### src/rtl/ibfb_fifo.sv
// Small request queue between the hash front end and the probe back end.
// Generic width and depth; no package dependency.
module ibfb_fifo #(
  parameter int WIDTH = 8,
  parameter int DEPTH = 2
) (
  input  logic             clk,
  input  logic             rst_n,
  input  logic             wr,
  input  logic [WIDTH-1:0] din,
  output logic             full,
  input  logic             rd,
  output logic [WIDTH-1:0] dout,
  output logic             empty
);

  localparam int PW = (DEPTH > 1) ? $clog2(DEPTH) : 1;

  logic [WIDTH-1:0] mem_r [DEPTH];
  logic [PW-1:0]    wp_r, wp_nxt;
  logic [PW-1:0]    rp_r, rp_nxt;
  logic [PW:0]      cnt_r, cnt_nxt;
  logic             do_wr, do_rd;

  assign full  = (cnt_r == (PW+1)'(DEPTH));
  assign empty = (cnt_r == '0);
  assign dout  = mem_r[rp_r];
  assign do_wr = wr && !full;
  assign do_rd = rd && !empty;

  always_comb begin
    wp_nxt  = wp_r;
    rp_nxt  = rp_r;
    cnt_nxt = cnt_r;
    if (do_wr) begin
      wp_nxt = (wp_r == PW'(DEPTH - 1)) ? '0 : wp_r + 1'b1;
    end
    if (do_rd) begin
      rp_nxt = (rp_r == PW'(DEPTH - 1)) ? '0 : rp_r + 1'b1;
    end
    if (do_wr && !do_rd) begin
      cnt_nxt = cnt_r + 1'b1;
    end else if (do_rd && !do_wr) begin
      cnt_nxt = cnt_r - 1'b1;
    end
  end

  always_ff @(posedge clk) begin
    if (!rst_n) begin
      wp_r  <= '0;
      rp_r  <= '0;
      cnt_r <= '0;
    end else begin
      wp_r  <= wp_nxt;
      rp_r  <= rp_nxt;
      cnt_r <= cnt_nxt;
    end
  end

  always_ff @(posedge clk) begin
    if (do_wr) begin
      mem_r[wp_r] <= din;
    end
  end

endmodule

### config.mk
export PLATFORM = sky130hd
export DESIGN_NAME = ibfb_fifo
export DESIGN_NICKNAME = d
export VERILOG_FILES = /design/src/rtl/ibfb_fifo.sv
export SDC_FILE = /design/constraint.sdc
export NUM_CORES = 1
export LEC_CHECK = 0
export ABC_CLOCK_PERIOD_IN_PS = 2400
export BUFFER_PORTS_ARGS = -buffer_cell sky130_fd_sc_hd__buf_2
export CAP_MARGIN = 15
export CORE_ASPECT_RATIO = 0.75
export CORE_MARGIN = 8
export CORE_UTILIZATION = 40
export CTS_BUF_LIST = sky130_fd_sc_hd__clkbuf_4
export CTS_CLUSTER_DIAMETER = 150
export CTS_CLUSTER_SIZE = 14
export DETAILED_ROUTE_END_ITERATION = 6
export SLEW_MARGIN = 0
export SYNTH_ARGS = -nofsm -noshare
export SYNTH_HDL_FRONTEND = slang
export SYNTH_SLANG_ARGS = --single-unit
### constraint.sdc
create_clock -name clk -period 2.4 [get_ports clk]
set_input_delay 0.24 -clock clk [delete_from_list [all_inputs] [get_ports clk]]
set_output_delay 0.24 -clock clk [all_outputs]
set_load 0.05 [all_outputs]
* Yosys cells after proc, flatten, opt, wreduce, memory -nomap -nowiden
Memories as Yosys holds them, arrays and structs flattened. A register that Yosys moved wholly into a read port is not among the register bits.
Index checks and enable logic that the tools add are counted.
** Operators by class
- Equal/unequal tests :: 1
- Add/subtract/negate cells :: 4
- Muxes and demuxes :: 8
- Reductions and logical operators :: 10
** Operators with widths (number)
- $mux W1 :: 6
- $logic_and A1 B1 Y1 :: 4
- $logic_not A1 Y1 :: 4
- $mux W2 :: 2
- $add A1 B1 Y1 const B :: 2
- $add A2 B1 Y2 const B :: 1
- $eq A2 B2 Y1 const B :: 1
- $logic_not A2 Y1 :: 1
- $reduce_bool A2 Y1 :: 1
- $sub A2 B1 Y2 const B :: 1
** Word-level totals
- Memory bits (writable) :: 16
- Input bits :: 12
- Memories kept :: 1
- Flip-flop bits (word level) :: 4
- Word-level logic and storage cells :: 27
** Memories
- mem_r :: depth 2, bits a word 8, read ports 1, clocked after memory_dff 1, wr ports 1, RTL line 19 : logic [WIDTH-1:0] mem_r [DEPTH];

* Logic depth before layout (Yosys ltp)
- Depth after elaboration :: 7
- Mapped depth :: 7
- Mapped depth without buffers :: 7

* Least setup slack after synthesis
Ideal clock, no wire load.
- Kind :: reg2reg
- From :: reg cnt_r[0]
- To :: reg cnt_r[1]
- Library setup time :: 0.070 ns
- Slack :: 0.771 ns
- Stages on the path, launching flop included :: 7
- Arrival time :: 1.559 ns
- Clock period less this slack :: 1.629 ns
- Cell sequence :: dfxtp_1 > nand2b_1 > inv_2 > nor2_1 > ha_1 > or3_1 > a21boi_1
** Between the ends
- Word-level cells in the longest chain between the ends :: 6
** Ends and longest elaborated chain
- from (decl) :: RTL line 22 : logic [PW:0] cnt_r, cnt_nxt;
- from (signal assigned) :: RTL line 56 : cnt_r <= cnt_nxt;
- $eq A2 B2 Y1 (*) :: RTL line 25 : assign full = (cnt_r == (PW+1)'(DEPTH));
- via full :: RTL line 11 : output logic full,
- $logic_not A1 Y1 (*) :: RTL line 28 : assign do_wr = wr && !full;
- $logic_and A1 B1 Y1 (*) :: RTL line 28
- $logic_not A1 Y1 :: RTL line 43 : end else if (do_rd && !do_wr) begin
- $logic_and A1 B1 Y1 :: RTL line 43
- $reduce_bool A2 Y1 (no line)
Mark *: on every way through the listed nets, which the timed path passes. The rest lies on a longest branch. The select of a mux whose other input is x is not followed.
A chain may end at the register's enable or synchronous reset.

==> impl_metrics.json <==
{
  "leakage_nw": 0.382,
  "fin_crit_ps": 1690,
  "grt_overflow_total": 0,
  "power_frac_comb": 0.420,
  "drtPass1Iterations": 3,
  "critPathCaptureType": "output port",
  "clockBufferDepth": 2,
  "yosysSeqAreaShare": 0.717,
  "maxSlewHeadroom": 0.534,
  "wl_um": 1340,
  "die_area_um2": 3730,
  "maxSlewViolCount": 0,
  "fill_cells": 193,
  "worst_pin_slew_ps": 695,
  "cts.sinks": 21,
  "netSwitchingFraction": 0.414,
  "timing.rr.start": "cnt_r[0]",
  "routabilityCongestion": 0.818,
  "antenna_found_initial": 0,
  "cts_tree": "built",
  "ff2ff_path_depth": 3,
  "hold_path.class": "input pin to flip-flop",
  "seq_area_um2": 581,
  "reg2reg_to": "mem_r[0][6]",
  "fin_ws_ps": 715,
  "netlist_instances": 50,
  "ys.warnings.count": 0,
  "wl_per_cell_um": 13.7,
  "initial_utilization": 0.413,
  "fin_setup_tns_ps": 0,
  "synth.avg_cell_area_um2": 16.2,
  "power_density_nw_per_um2": 1210,
  "cts_htree_levels": 1,
  "finalNetCount": 88,
  "worstPathArrival_ps": 1450,
  "ios": 22,
  "internal_power_uw": 684,
  "worstPathMaxFanout": 8,
  "outcome": "complete, no violations",
  "grt_max_degree": 13,
  "core_area_um2": 1960,
  "skew_ps": 6.35,
  "seq_power_share": 0.439,
  "post-dp-hpwl_um": 1010,
  "cts_setup_buffers": 0,
  "fmax_mhz": 593,
  "post_route_cells_drive_above_1_share": 0.473,
  "clk_pin_slew_ps": 110,
  "post-route-drc-count": 0,
  "antenna_left": 0,
  "synthTopCellsByArea": "edfxtp_1 (59%), dfxtp_1 (12%), mux2_2 (11%)",
  "final_area_um2": 967,
  "syn_to_final_growth_pct": 19.5,
  "hold_depth": 1,
  "dpl_cell_area_um2": 940,
  "clockRootBuffer": "clkbuf_4",
  "synth-seq-cells": 21,
  "power_switching_uw": 483,
  "die_height_um": 55.0,
  "hold_violations": 0,
  "layout_common_cells": "buf_2 (21), edfxtp_1 (16), mux2_2 (8)",
  "setup_viol": 0,
  "viasPerCell": 4.73,
  "num_rows": 14,
  "yosys.area.top_type": "edfxtp_1",
  "grt_pass1_vias": 457,
  "drv_cap": 0,
  "final_common_cell": "buf_2",
  "first_iter_violations": 4,
  "clkPwrFrac": 0.141,
  "holdPathEnd": "mem_r[1][7]",
  "rrSetupSlack_ps": 840,
  "grt_pass1_wl_um": 2070,
  "synthDistinctLibCells": 20,
  "cp.required_ps": 2160,
  "rsz0062_at_grt": "no",
  "start_kind": "flip-flop",
  "die_width_um": 67.9,
  "io_buffers": 21,
  "peakVddDrop_mv": 0.571,
  "postCtsHoldBufs": 0,
  "clock_latency_ps": 300,
  "hp-start": "din[7]",
  "dp.cells": 94,
  "preCtsSetupSlack_ps": 823,
  "antenna_cells": 0,
  "period_share": 0.702,
  "cts_buffers": 3,
  "vias": 464,
  "netlist.area_leader.share": 0.594,
  "syn_area_um2": 810,
  "multi_input_area_um2": 216,
  "post_cts_resize_count": 0,
  "synthesis.nets": 63,
  "gr-usage-all-layers": 0.0767,
  "crit_type": "flip-flop to output port",
  "fin_cells": 98
}
-- cells by family after synthesis --
group,synth area share
fa+ha+maj,0.0155
xor+xnor,0.0325
flops,0.717
buf+inv,0.0154
compound gates,0.0402
simple gates,0.0680
mux,0.111
-- power groups by stage --
stage / clock network (mW) / logic [mW] / registers [mW]
4_1_cts: 0.175 / 0.499 / 0.515
6_report: 0.165 / 0.490 / 0.512
2_1_floorplan: 0 / 0.421 / 0.496
3_3_place_gp: 0 / 0.491 / 0.521
5_1_grt: 0.191 / 0.526 / 0.522
3_5_place_dp: 0 / 0.497 / 0.523
-- synth_stat cells, drive strengths merged --
master  instances
nor2            2
xnor2           2
inv             2
o21ai           2
mux2            8
dfxtp           5
edfxtp         16
nand2b          1
or3             1
nor3            1
ha              1
and3            1
o21a            1
and2            3
xor2            1
a21boi          2
buf             1
-- worst max-delay path, cell delays in order (launching register included) --
cell	delay, ps
dfxtp_1	560
mux2_2	380
buf_2	210
-- layout make-up --
cell class                      instances  area share
Clock inverter                          1     0.00517
Inverter                                2     0.00776
Clock buffer                            3      0.0233
Tap cell                               24      0.0310
Sequential cell                        21       0.600
Timing Repair Buffer                   21       0.109
Multi-Input combinational cell         26       0.224
-- sequential cells by signal, indices dropped and copies added (netlist names), named ones only --
register	flops
wp_r	1
mem_r	16
rp_r	1
cnt_r	2
-- per-layer routing --
metal / GRT usage / share of wire / vias to the layer above
li1: - / - / 231
met1: 0.0787 / 0.38 / 222
met2: 0.132 / 0.53 / 11
met3: 0.0523 / 0.087 / 0
met4: 0.0102 / 0 / 0
met5: 0 / 0 / -
-- metrics by stage --
step | power, mW | hold WS [ps] | utilization
after global routing | 1.24 | 92.4 | 0.493
final | 1.17 | 120 | 0.493
after detailed placement | 1.02 | 431 | 0.479
after global placement | 1.01 | 436 | 0.479
after floorplan | 0.917 | 339 | -
after CTS | 1.19 | 105 | 0.493
-- worst max-delay path by stage --
stage	slack, ps	endpoint	startpoint	cells after the start
after floorplan	770	cnt_r[1]	cnt_r[0]	6
after global placement	920	cnt_r[1]	cnt_r[0]	6
after detailed placement	820	mem_r[0][5]	cnt_r[0]	3
after CTS	660	dout[3]	flip-flop	2
after global routing	590	dout[2]	flip-flop	2
final	710	dout[3]	flip-flop	2
No activity file was read; power rests on OpenSTA's default activity.
