File: src/rtl/ibfb_pkg.sv
// Package for the interleaved Bloom filter bank.
// Holds hash constants, request kind codes, register indexes and shared types.
// No dependencies.
package ibfb_pkg;

  // MurmurHash3 x64_128 body and finaliser multipliers
  localparam logic [63:0] MM_C1   = 64'h87c37b91114253d5;
  localparam logic [63:0] MM_C2   = 64'h4cf5ad432745937f;
  localparam logic [63:0] FMIX_M1 = 64'hff51afd7ed558ccd;
  localparam logic [63:0] FMIX_M2 = 64'hc4ceb9fe1a85ec53;

  typedef logic [1:0] kind_t;
  localparam kind_t KIND_INSERT = 2'd0;
  localparam kind_t KIND_QUERY  = 2'd1;
  localparam kind_t KIND_REJECT = 2'd2;

  typedef logic [1:0] reg_idx_t;
  localparam reg_idx_t REG_FILTER_COUNT    = 2'd0;
  localparam reg_idx_t REG_BITS_PER_FILTER = 2'd1;
  localparam reg_idx_t REG_PROBE_COUNT     = 2'd2;

  // Status from the back end to the top level
  typedef struct packed {
    logic clearing;
    logic busy;
  } back_stat_t;

endpackage

File: src/rtl/ibfb_front.sv
// Front end: accepts a request, classifies it, hashes the key and reduces the
// two hashes modulo the bit count. Uses ibfb_pkg; feeds ibfb_fifo.
module ibfb_front #(
  parameter int AW = 14
) (
  input  logic                  clk,
  input  logic                  rst_n,
  input  logic                  acc,
  input  logic                  func,
  input  logic [5:0]            fidx,
  input  logic [63:0]           key,
  input  logic [6:0]            nf,
  input  logic [AW:0]           m,
  output logic                  busy,
  output logic                  q_wr,
  output logic [2+6+2*AW-1:0]   q_data,
  input  logic                  q_full
);

  localparam logic [2:0] S_IDLE = 3'd0;
  localparam logic [2:0] S_MUL  = 3'd1;
  localparam logic [2:0] S_FIN1 = 3'd2;
  localparam logic [2:0] S_FIN2 = 3'd3;
  localparam logic [2:0] S_MOD  = 3'd4;
  localparam logic [2:0] S_PUSH = 3'd5;

  logic [2:0]           st_r, st_nxt;
  ibfb_pkg::kind_t      kind_r, kind_nxt;
  logic [5:0]           fidx_r, fidx_nxt;
  logic [63:0]          a_r, a_nxt, b_r, b_nxt;
  logic [63:0]          prod_r, prod_nxt, acc_r, acc_nxt;
  logic [2:0]           ms_r, ms_nxt;
  logic [2:0]           ph_r, ph_nxt;
  logic [3:0]           cnt_r, cnt_nxt;
  logic [AW-1:0]        ra_r, ra_nxt, rb_r, rb_nxt;

  logic [63:0] x_op, c_op, a1, b1;
  logic [31:0] mul_a, mul_b;
  logic [AW:0] ta, tb;

  assign busy   = (st_r != S_IDLE);
  assign q_wr   = (st_r == S_PUSH);
  assign q_data = {kind_r, fidx_r, ra_r, rb_r};

  always_comb begin
    x_op = (ms_r < 3'd4) ? a_r : b_r;
    unique case (ms_r)
      3'd0:    c_op = ibfb_pkg::MM_C1;
      3'd1:    c_op = ibfb_pkg::MM_C2;
      3'd2,
      3'd4:    c_op = ibfb_pkg::FMIX_M1;
      default: c_op = ibfb_pkg::FMIX_M2;
    endcase
    case (ph_r)
      3'd0:    begin mul_a = x_op[31:0];  mul_b = c_op[31:0];  end
      3'd1:    begin mul_a = x_op[31:0];  mul_b = c_op[63:32]; end
      default: begin mul_a = x_op[63:32]; mul_b = c_op[31:0];  end
    endcase
    prod_nxt = 64'(mul_a) * 64'(mul_b);
  end

  always_comb begin
    st_nxt   = st_r;
    kind_nxt = kind_r;
    fidx_nxt = fidx_r;
    a_nxt    = a_r;
    b_nxt    = b_r;
    acc_nxt  = acc_r;
    ms_nxt   = ms_r;
    ph_nxt   = ph_r;
    cnt_nxt  = cnt_r;
    ra_nxt   = ra_r;
    rb_nxt   = rb_r;
    a1       = (acc_r ^ 64'd8) + 64'd8;
    b1       = a1 + 64'd8;
    ta       = '0;
    tb       = '0;
    unique case (st_r)
      S_IDLE: begin
        if (acc) begin
          fidx_nxt = fidx;
          a_nxt    = key;
          ms_nxt   = '0;
          ph_nxt   = '0;
          ra_nxt   = '0;
          rb_nxt   = '0;
          if (func) begin
            kind_nxt = ibfb_pkg::KIND_QUERY;
            st_nxt   = S_MUL;
          end else if ({1'b0, fidx} >= nf) begin
            kind_nxt = ibfb_pkg::KIND_REJECT;
            st_nxt   = S_PUSH;
          end else begin
            kind_nxt = ibfb_pkg::KIND_INSERT;
            st_nxt   = S_MUL;
          end
        end
      end
      S_MUL: begin
        // three 32x32 partial products give the low 64 bits of the product
        case (ph_r)
          3'd1:    acc_nxt = prod_r;
          3'd2,
          3'd3:    acc_nxt = acc_r + {prod_r[31:0], 32'd0};
          default: acc_nxt = acc_r;
        endcase
        ph_nxt = ph_r + 1'b1;
        if (ph_r == 3'd4) begin
          ph_nxt = '0;
          ms_nxt = ms_r + 1'b1;
          case (ms_r)
            3'd0:    a_nxt = {acc_r[32:0], acc_r[63:33]};
            3'd1: begin
              a_nxt = a1 ^ (a1 >> 33);
              b_nxt = b1 ^ (b1 >> 33);
            end
            3'd2,
            3'd3:    a_nxt = acc_r ^ (acc_r >> 33);
            default: b_nxt = acc_r ^ (acc_r >> 33);
          endcase
          if (ms_r == 3'd5) begin
            st_nxt = S_FIN1;
          end
        end
      end
      S_FIN1: begin
        a_nxt  = a_r + b_r;
        st_nxt = S_FIN2;
      end
      S_FIN2: begin
        b_nxt   = b_r + a_r;
        cnt_nxt = '0;
        st_nxt  = S_MOD;
      end
      S_MOD: begin
        // four remainder bits a cycle, most significant first
        ta = {1'b0, ra_r};
        tb = {1'b0, rb_r};
        for (int j = 0; j < 4; j++) begin
          ta = {ta[AW-1:0], a_r[63-j]};
          if (ta >= m) ta = ta - m;
          tb = {tb[AW-1:0], b_r[63-j]};
          if (tb >= m) tb = tb - m;
        end
        ra_nxt  = ta[AW-1:0];
        rb_nxt  = tb[AW-1:0];
        a_nxt   = {a_r[59:0], 4'd0};
        b_nxt   = {b_r[59:0], 4'd0};
        cnt_nxt = cnt_r + 1'b1;
        if (cnt_r == 4'd15) begin
          st_nxt = S_PUSH;
        end
      end
      S_PUSH: begin
        if (!q_full) begin
          st_nxt = S_IDLE;
        end
      end
      default: st_nxt = S_IDLE;
    endcase
  end

  always_ff @(posedge clk) begin
    if (!rst_n) begin
      st_r <= S_IDLE;
    end else begin
      st_r <= st_nxt;
    end
  end

  always_ff @(posedge clk) begin
    kind_r <= kind_nxt;
    fidx_r <= fidx_nxt;
    a_r    <= a_nxt;
    b_r    <= b_nxt;
    prod_r <= prod_nxt;
    acc_r  <= acc_nxt;
    ms_r   <= ms_nxt;
    ph_r   <= ph_nxt;
    cnt_r  <= cnt_nxt;
    ra_r   <= ra_nxt;
    rb_r   <= rb_nxt;
  end

endmodule

File: config.mk
export PLATFORM = sky130hd
export DESIGN_NAME = ibfb_front
export DESIGN_NICKNAME = d
export VERILOG_FILES = /design/src/rtl/ibfb_pkg.sv /design/src/rtl/ibfb_front.sv
export SDC_FILE = /design/constraint.sdc
export NUM_CORES = 2
export LEC_CHECK = 0
export BUFFER_PORTS_ARGS = -buffer_cell sky130_fd_sc_hd__buf_2
export CORE_UTILIZATION = 30
export CTS_CLUSTER_SIZE = 10
export DETAILED_ROUTE_END_ITERATION = 7
export GPL_TIMING_DRIVEN = 0
export HOLD_SLACK_MARGIN = 0.15
export PLACE_DENSITY_LB_ADDON = 0.1
export SLEW_MARGIN = 20
export SYNTH_ARGS = -nofsm -noshare
export SYNTH_HDL_FRONTEND = slang
export SYNTH_SLANG_ARGS = --single-unit
File: constraint.sdc
create_clock -name clk -period 15.1 [get_ports clk]
set_clock_uncertainty 0.2 [all_clocks]
set_input_delay 3.02 -clock clk [delete_from_list [all_inputs] [get_ports clk]]
set_output_delay 3.02 -clock clk [all_outputs]
set_load 0.05 [all_outputs]
Word level (Yosys, flattened, before mapping) --
Cells that the tools add are included.
Word-level totals: bits in registers 305, input bits 97, output and inout bits 38, word-level logic and storage cells 131
Cells by class: add/subtract/negate cells 15, multiply operators 1, order comparisons 10, eq/ne operators 22, multiplexer cells 44, bitwise operators 4, reduce and logical (&&, ||, !) cells 23
Operator list (number):
- $pmux W64 S3 | 3
- $mux W64 | 4
- $pmux W64 S2 | 2
- $pmux W64 S4 | 1
- $mux W14 | 15
- $xor A64 B31 Y64 | 3
- $add A64 B4 Y64 const B | 2
- $add A64 B64 Y64 | 2
- $ge A15 B15 Y1 | 8
- $sub A14 B14 Y14 | 8
- $mul A32 B32 Y64 | 1
- $mux W32 | 2
- $pmux W14 S2 | 2
- $mux W3 | 10
- $eq A3 B2 Y1 const B | 6
- $pmux W3 S6 | 1
- $eq A3 B3 Y1 const B | 5
- $ne A2 B2 Y1 const B | 6
- $pmux W3 S2 | 2
- $eq A3 B1 Y1 const B | 3
- $logic_not A3 Y1 | 3
- $pmux W4 S2 | 1
- $reduce_and A2 Y1 | 4
- $reduce_bool A2 Y1 | 4
- 15 further kinds | 21

Depth between registers and ports, before layout --
depth after elaboration 12, gate-level depth with buffers 45

Worst setup path before layout --
OpenSTA, ideal clock, no wires.
kind input port to flip-flop, from input m[1], to register rb_r[1] (data pin), setup time 266 ps, data arrival time 12880 ps, required time 14634 ps, slack 1754 ps, stages on the path 45, buffers on the path 2, path through inv_1 > ha_1 > nor2b_1 > o21a_1 > o21ai_0 > a31oi_1 > nand2b_1 > a311oi_1 > o41ai_1 > clkbuf_1 > mux2_2 > inv_1 > ha_1 > nor2b_1 > o21a_1 > o21ai_0 > a211oi_1 > o31a_1 > [... 9 more ...] > a21oi_1 > nor3_1 > nor4_1 > nor2_1 > mux2i_1 > ha_1 > nor2b_1 > o21ai_0 > a21boi_0 > o21ai_0 > a21boi_0 > o21ai_0 > a211o_1 > a311oi_1 > a221oi_1 > clkbuf_1 > mux2i_1 > nor2_1
Between the ends: cells in the longest elaborated chain, start to end 12, elaborated cells on any way between the ends 16, those cells by class add/sub: 4; order compare: 4; mux: 8
RTL lines:
- start: declaration | RTL line ibfb_front.sv:13 | input logic [AW:0] m,
- $sub A14 B14 Y14 or $ge A15 B15 Y1 (tied branches) | RTL line ibfb_front.sv:143 | if (tb >= m) tb = tb - m;
- $mux W14 | RTL line ibfb_front.sv:143
- $mux W14 | RTL line ibfb_front.sv:78 | unique case (st_r)
- $sub A14 B14 Y14 or $ge A15 B15 Y1 (tied branches) | RTL line ibfb_front.sv:143
- $mux W14 | RTL line ibfb_front.sv:143
- $mux W14 | RTL line ibfb_front.sv:78
- $ge A15 B15 Y1 or $sub A14 B14 Y14 (tied branches) | RTL line ibfb_front.sv:143
- $mux W14 | RTL line ibfb_front.sv:143
- $mux W14 | RTL line ibfb_front.sv:78
- $sub A14 B14 Y14 or $ge A15 B15 Y1 (tied branches) | RTL line ibfb_front.sv:143
- $mux W14 (*) | RTL line ibfb_front.sv:143
- $pmux W14 S2 (*) | RTL line ibfb_front.sv:78
- end signal: assignment | RTL line ibfb_front.sv:182 | rb_r <= rb_nxt;
- end: declaration | RTL line ibfb_front.sv:35 | logic [AW-1:0] ra_r, ra_nxt, rb_r, rb_nxt;
Every way passes the cells marked *; elsewhere a longest branch is shown, timed or not. The select of a mux whose other input is x is not followed. A chain may end at the register's enable or synchronous reset.

Worst setup path in the final report --
from input m[1], to register ra_r[8] (data pin)
Between the ends: cells in the longest elaborated chain, start to end 12, elaborated cells on any way between the ends 16, those cells by class add/sub: 4; order compare: 4; mux: 8
RTL lines:
- $sub A14 B14 Y14 or $ge A15 B15 Y1 (tied branches) | RTL line ibfb_front.sv:141 | if (ta >= m) ta = ta - m;
- $mux W14 | RTL line ibfb_front.sv:141
- $mux W14 | RTL line ibfb_front.sv:78
- $sub A14 B14 Y14 or $ge A15 B15 Y1 (tied branches) | RTL line ibfb_front.sv:141
- $mux W14 | RTL line ibfb_front.sv:141
- $mux W14 | RTL line ibfb_front.sv:78
- $sub A14 B14 Y14 or $ge A15 B15 Y1 (tied branches) | RTL line ibfb_front.sv:141
- $mux W14 | RTL line ibfb_front.sv:141
- $mux W14 | RTL line ibfb_front.sv:78
- $sub A14 B14 Y14 or $ge A15 B15 Y1 (tied branches) | RTL line ibfb_front.sv:141
- $mux W14 (*) | RTL line ibfb_front.sv:141
- $pmux W14 S2 (*) | RTL line ibfb_front.sv:78
- end signal: assignment | RTL line ibfb_front.sv:181 | ra_r <= ra_nxt;
- end: declaration | RTL line ibfb_front.sv:35
Marks and branches as above.

==> results.md <==
* Status: finished, violations left
* Failing checks: design-rule violations
* Drt first pass iters at 8
* Global-route wire length before repair at 476,300 um
* Io pins at 135
* Final #Nets at 9,267
* PnR worst setup slack at 0.9632 ns
* Pin count of the biggest net entering global routing at 34
* Final Hold Fails at 0
* Remaining DRCs at 13
* Cells after Synth at 7,555
* Post-route design area at 69,350 sq um
* Total GRT Usage at 32.15%
* Final worst path period share at 93.62%
* Path type of the worst setup path: primary input to flop
* Vias in the first global route at 59,450
* Chip width at 460.6 um
* CP max FO at 10
* Max-Cap Viols at 0
* Startpoint Class: primary input
* Post-synth top area share at 28.75%
* Filler Cells Inserted at 22,320
* Delay-heaviest family, CP: compound AO/OA/AOI/OAI gates
* Initial antenna violation count at 30
* WL final at 345,100 um
* GPL Wtd Cong at 1.032
* # port buffers at 134
* Syn nets at 9,055
* Die Y at 460.6 um
* Post-synth EDFFs at 238
* Maximum clock frequency at 70.74 MHz
* Register bit total from synthesis at 305
* Sequential area share after synthesis at 13.45%
* Total number of vias at 60,240
* Pins Over Slew Limit at 0
* Initial core utilization at 30.32%
* Synth warn at 0
* RSZ-0062 raised after global routing: false
* Area growth from synthesis to layout at 9.917%
* CP Data Arrival Time at 14.38 ns
* Crit end category: flop
* Clk sinks at 305
* Post-CTS Hold Buffers at 0
* Die Footprint at 212,200 sq um
* Buffer and inverter count on the worst path at 6
* Main synth FF type: edfxtp_1
* Clk root buf: clkbuf_16
* Dominant cells by area after synthesis: fa_1 (29%), edfxtp_1 (11%), ha_1 (9.9%)
* R2R cell count at 33
* Fraction of layout instances using a drive strength above 1 at 5.296%
* Worst-margin pin slew at 1.445 ns
* Synth area leader: fa_1
* Skew-Pair Late Insertion Delay at 0.70 ns
* Setup_tns at 0 ns
* Reg-to-reg setup timing slack at 1.17 ns
* H-Tree Depth at 2
* CTS tree: yes
* Dpl ws at -1.274 ns
* Post-layout min period at 14.14 ns
* Class of the worst hold path: flop to flop
* Slowest Stage Delay on Critical Path at 0.41 ns
* Syn_area_per_cell at 8.352 sq um
* DP Cell Count at 10,500
* CP Depth at 44
* Vias/cell at 5.684
* Antenna viol nets, final at 0
* Core Box Area at 208,100 sq um
* Most numerous cell in the Yosys netlist: inv_1
* Distinct cell type count after synthesis at 89
* Most Frequent Cell on Critical Path: o21ai_0
* Synth cell count leaders: inv_1 (975), nand2_1 (915), fa_1 (906)
* Num rows at 167
* Setup Viol. Count Final at 0
* Clk slew on worst S/H paths at 0.06 ns
* CTS buffer count at 42
* Worst hold path cell count at 2
* Post-synth ARST share at 0%
* GRT overflow at 0
* Wirelength per Cell at 32.56 um
* CP required at 15.34 ns
* Post-DP Area at 67,820 sq um
* Fin cells at 10,600
* Rel. slew slack at 2.649%
* Clk buf depth at 3
* Detailed Place HPWL at 290,300 um
* Mapped cell area at 63,100 sq um
* Iteration-0 DRC Markers at 7,325
* CP max stage cell: o21ai_2
-- final timing paths --
kind | end | from
hold / removal | acc_r[51]$_DFFE_PP_ | prod_r[51]$_DFF_P_
setup reg to reg | prod_r[61]$_DFF_P_ | ms_r[1]$_SDFFCE_PN0P_
hold reg to reg | acc_r[51]$_DFFE_PP_ | prod_r[51]$_DFF_P_
setup / recovery | ra_r[8]$_SDFFCE_PN0P_ | m[1]
-- flip-flops by register name, summed over array words and instances (netlist names) --
register  count
a_r          64
acc_r        64
b_r          64
prod_r       64
ra_r         14
rb_r         14
fidx_r        6
cnt_r         4
ms_r          3
ph_r          3
st_r          3
kind_r        2
-- worst register-to-register path, delay by kind of cell, from the launching register on --
| family | cells | cell delay (ns) |
|---|---|---|
| adders and majority gates | 10 | 4.76 |
| AOI/OAI and AO/OA | 9 | 3.62 |
| buffers and inverters | 8 | 3.19 |
| and+or+nand+nor | 5 | 1.47 |
| DFF | 1 | 0.43 |
| xor gates and xnor gates | 1 | 0.18 |
-- per-layer routing --
| layer | track usage (%) | vias up | share of wire, % |
|---|---|---|---|
| li1 | - | 25660 | - |
| met1 | 43.30 | 30570 | 42 |
| met2 | 48.13 | 3274 | 42 |
| met3 | 7.525 | 695 | 9.8 |
| met4 | 15.56 | 30 | 5.8 |
| met5 | 0 | - | 0.068 |
-- cell families after synthesis --
logic type	share of synthesized area, %
buffers and inverters	8.495
AO/OA/AOI/OAI	15.03
adder cells (fa/ha/maj)	38.60
multiplexers	1.093
flip-flops	13.45
AND/OR/NAND/NOR	17.50
XOR/XNOR	5.838
-- cell usage in the layout, fill, tap and decap left out, types with 29 or more instances in the layout --
master / netlist / final
nand2_1: 915 / 914
o21bai_1: 38 / 38
buf_1: 36 / 35
inv_1: 975 / 974
a211oi_1: 30 / 30
nand2b_1: 44 / 44
nand3_1: 150 / 150
a22oi_1: 43 / 43
xor2_1: 157 / 157
o21ai_0: 363 / 342
a222oi_1: 40 / 40
nor4_1: 43 / 42
nand4_1: 95 / 95
or3_1: 34 / 34
and3_1: 42 / 42
a21oi_1: 332 / 327
nor3_1: 144 / 137
nor2_1: 814 / 808
buf_2: 18 / 154
a31oi_1: 56 / 56
clkbuf_1: 382 / 370
dfxtp_1: 67 / 67
o211ai_1: 29 / 29
fa_1: 906 / 906
o22ai_1: 59 / 58
o21a_1: 73 / 72
mux2_2: 45 / 45
a21o_1: 143 / 143
a221oi_1: 43 / 42
edfxtp_1: 238 / 238
clkbuf_16: 0 / 42
ha_1: 497 / 497
xnor2_1: 261 / 261
nor2b_1: 46 / 46
and2_1: 60 / 60
-- through the flow --
| stage | hold slack (ns) | utilization (%) |
|---|---|---|
| global route | 0.3716 | 33.31 |
| finish | 0.3273 | 33.32 |
| CTS | 0.3298 | 33.27 |
| detailed placement | 0.3184 | 32.59 |
| floorplan | 0.2673 | - |
| global placement | 0.2997 | 32.32 |
-- final cells by class --
cell class / count / area [sq um] / area share, %
diodes: 10 / 25.02 / 0.03608
repair buffers: 168 / 1104 / 1.591
clock inverters: 15 / 175.2 / 0.2526
plain buffers: 439 / 1714 / 2.472
multi-input cells: 5831 / 49500 / 71.37
well taps: 2788 / 3488 / 5.030
inverters: 980 / 3682 / 5.309
flip-flops and latches: 305 / 8488 / 12.24
clock buffers: 61 / 1182 / 1.705
-- timing repair --
action,in CTS,in global routing
pin swaps,0,3
cloned,0,0
gates resized for setup,7,16
endpoints found under the setup margin,28,28
setup buffers,2,5
Power is left out: the tool's default activity adds up to more than one toggle a clock period on the data nets, which glitch-free logic cannot reach.
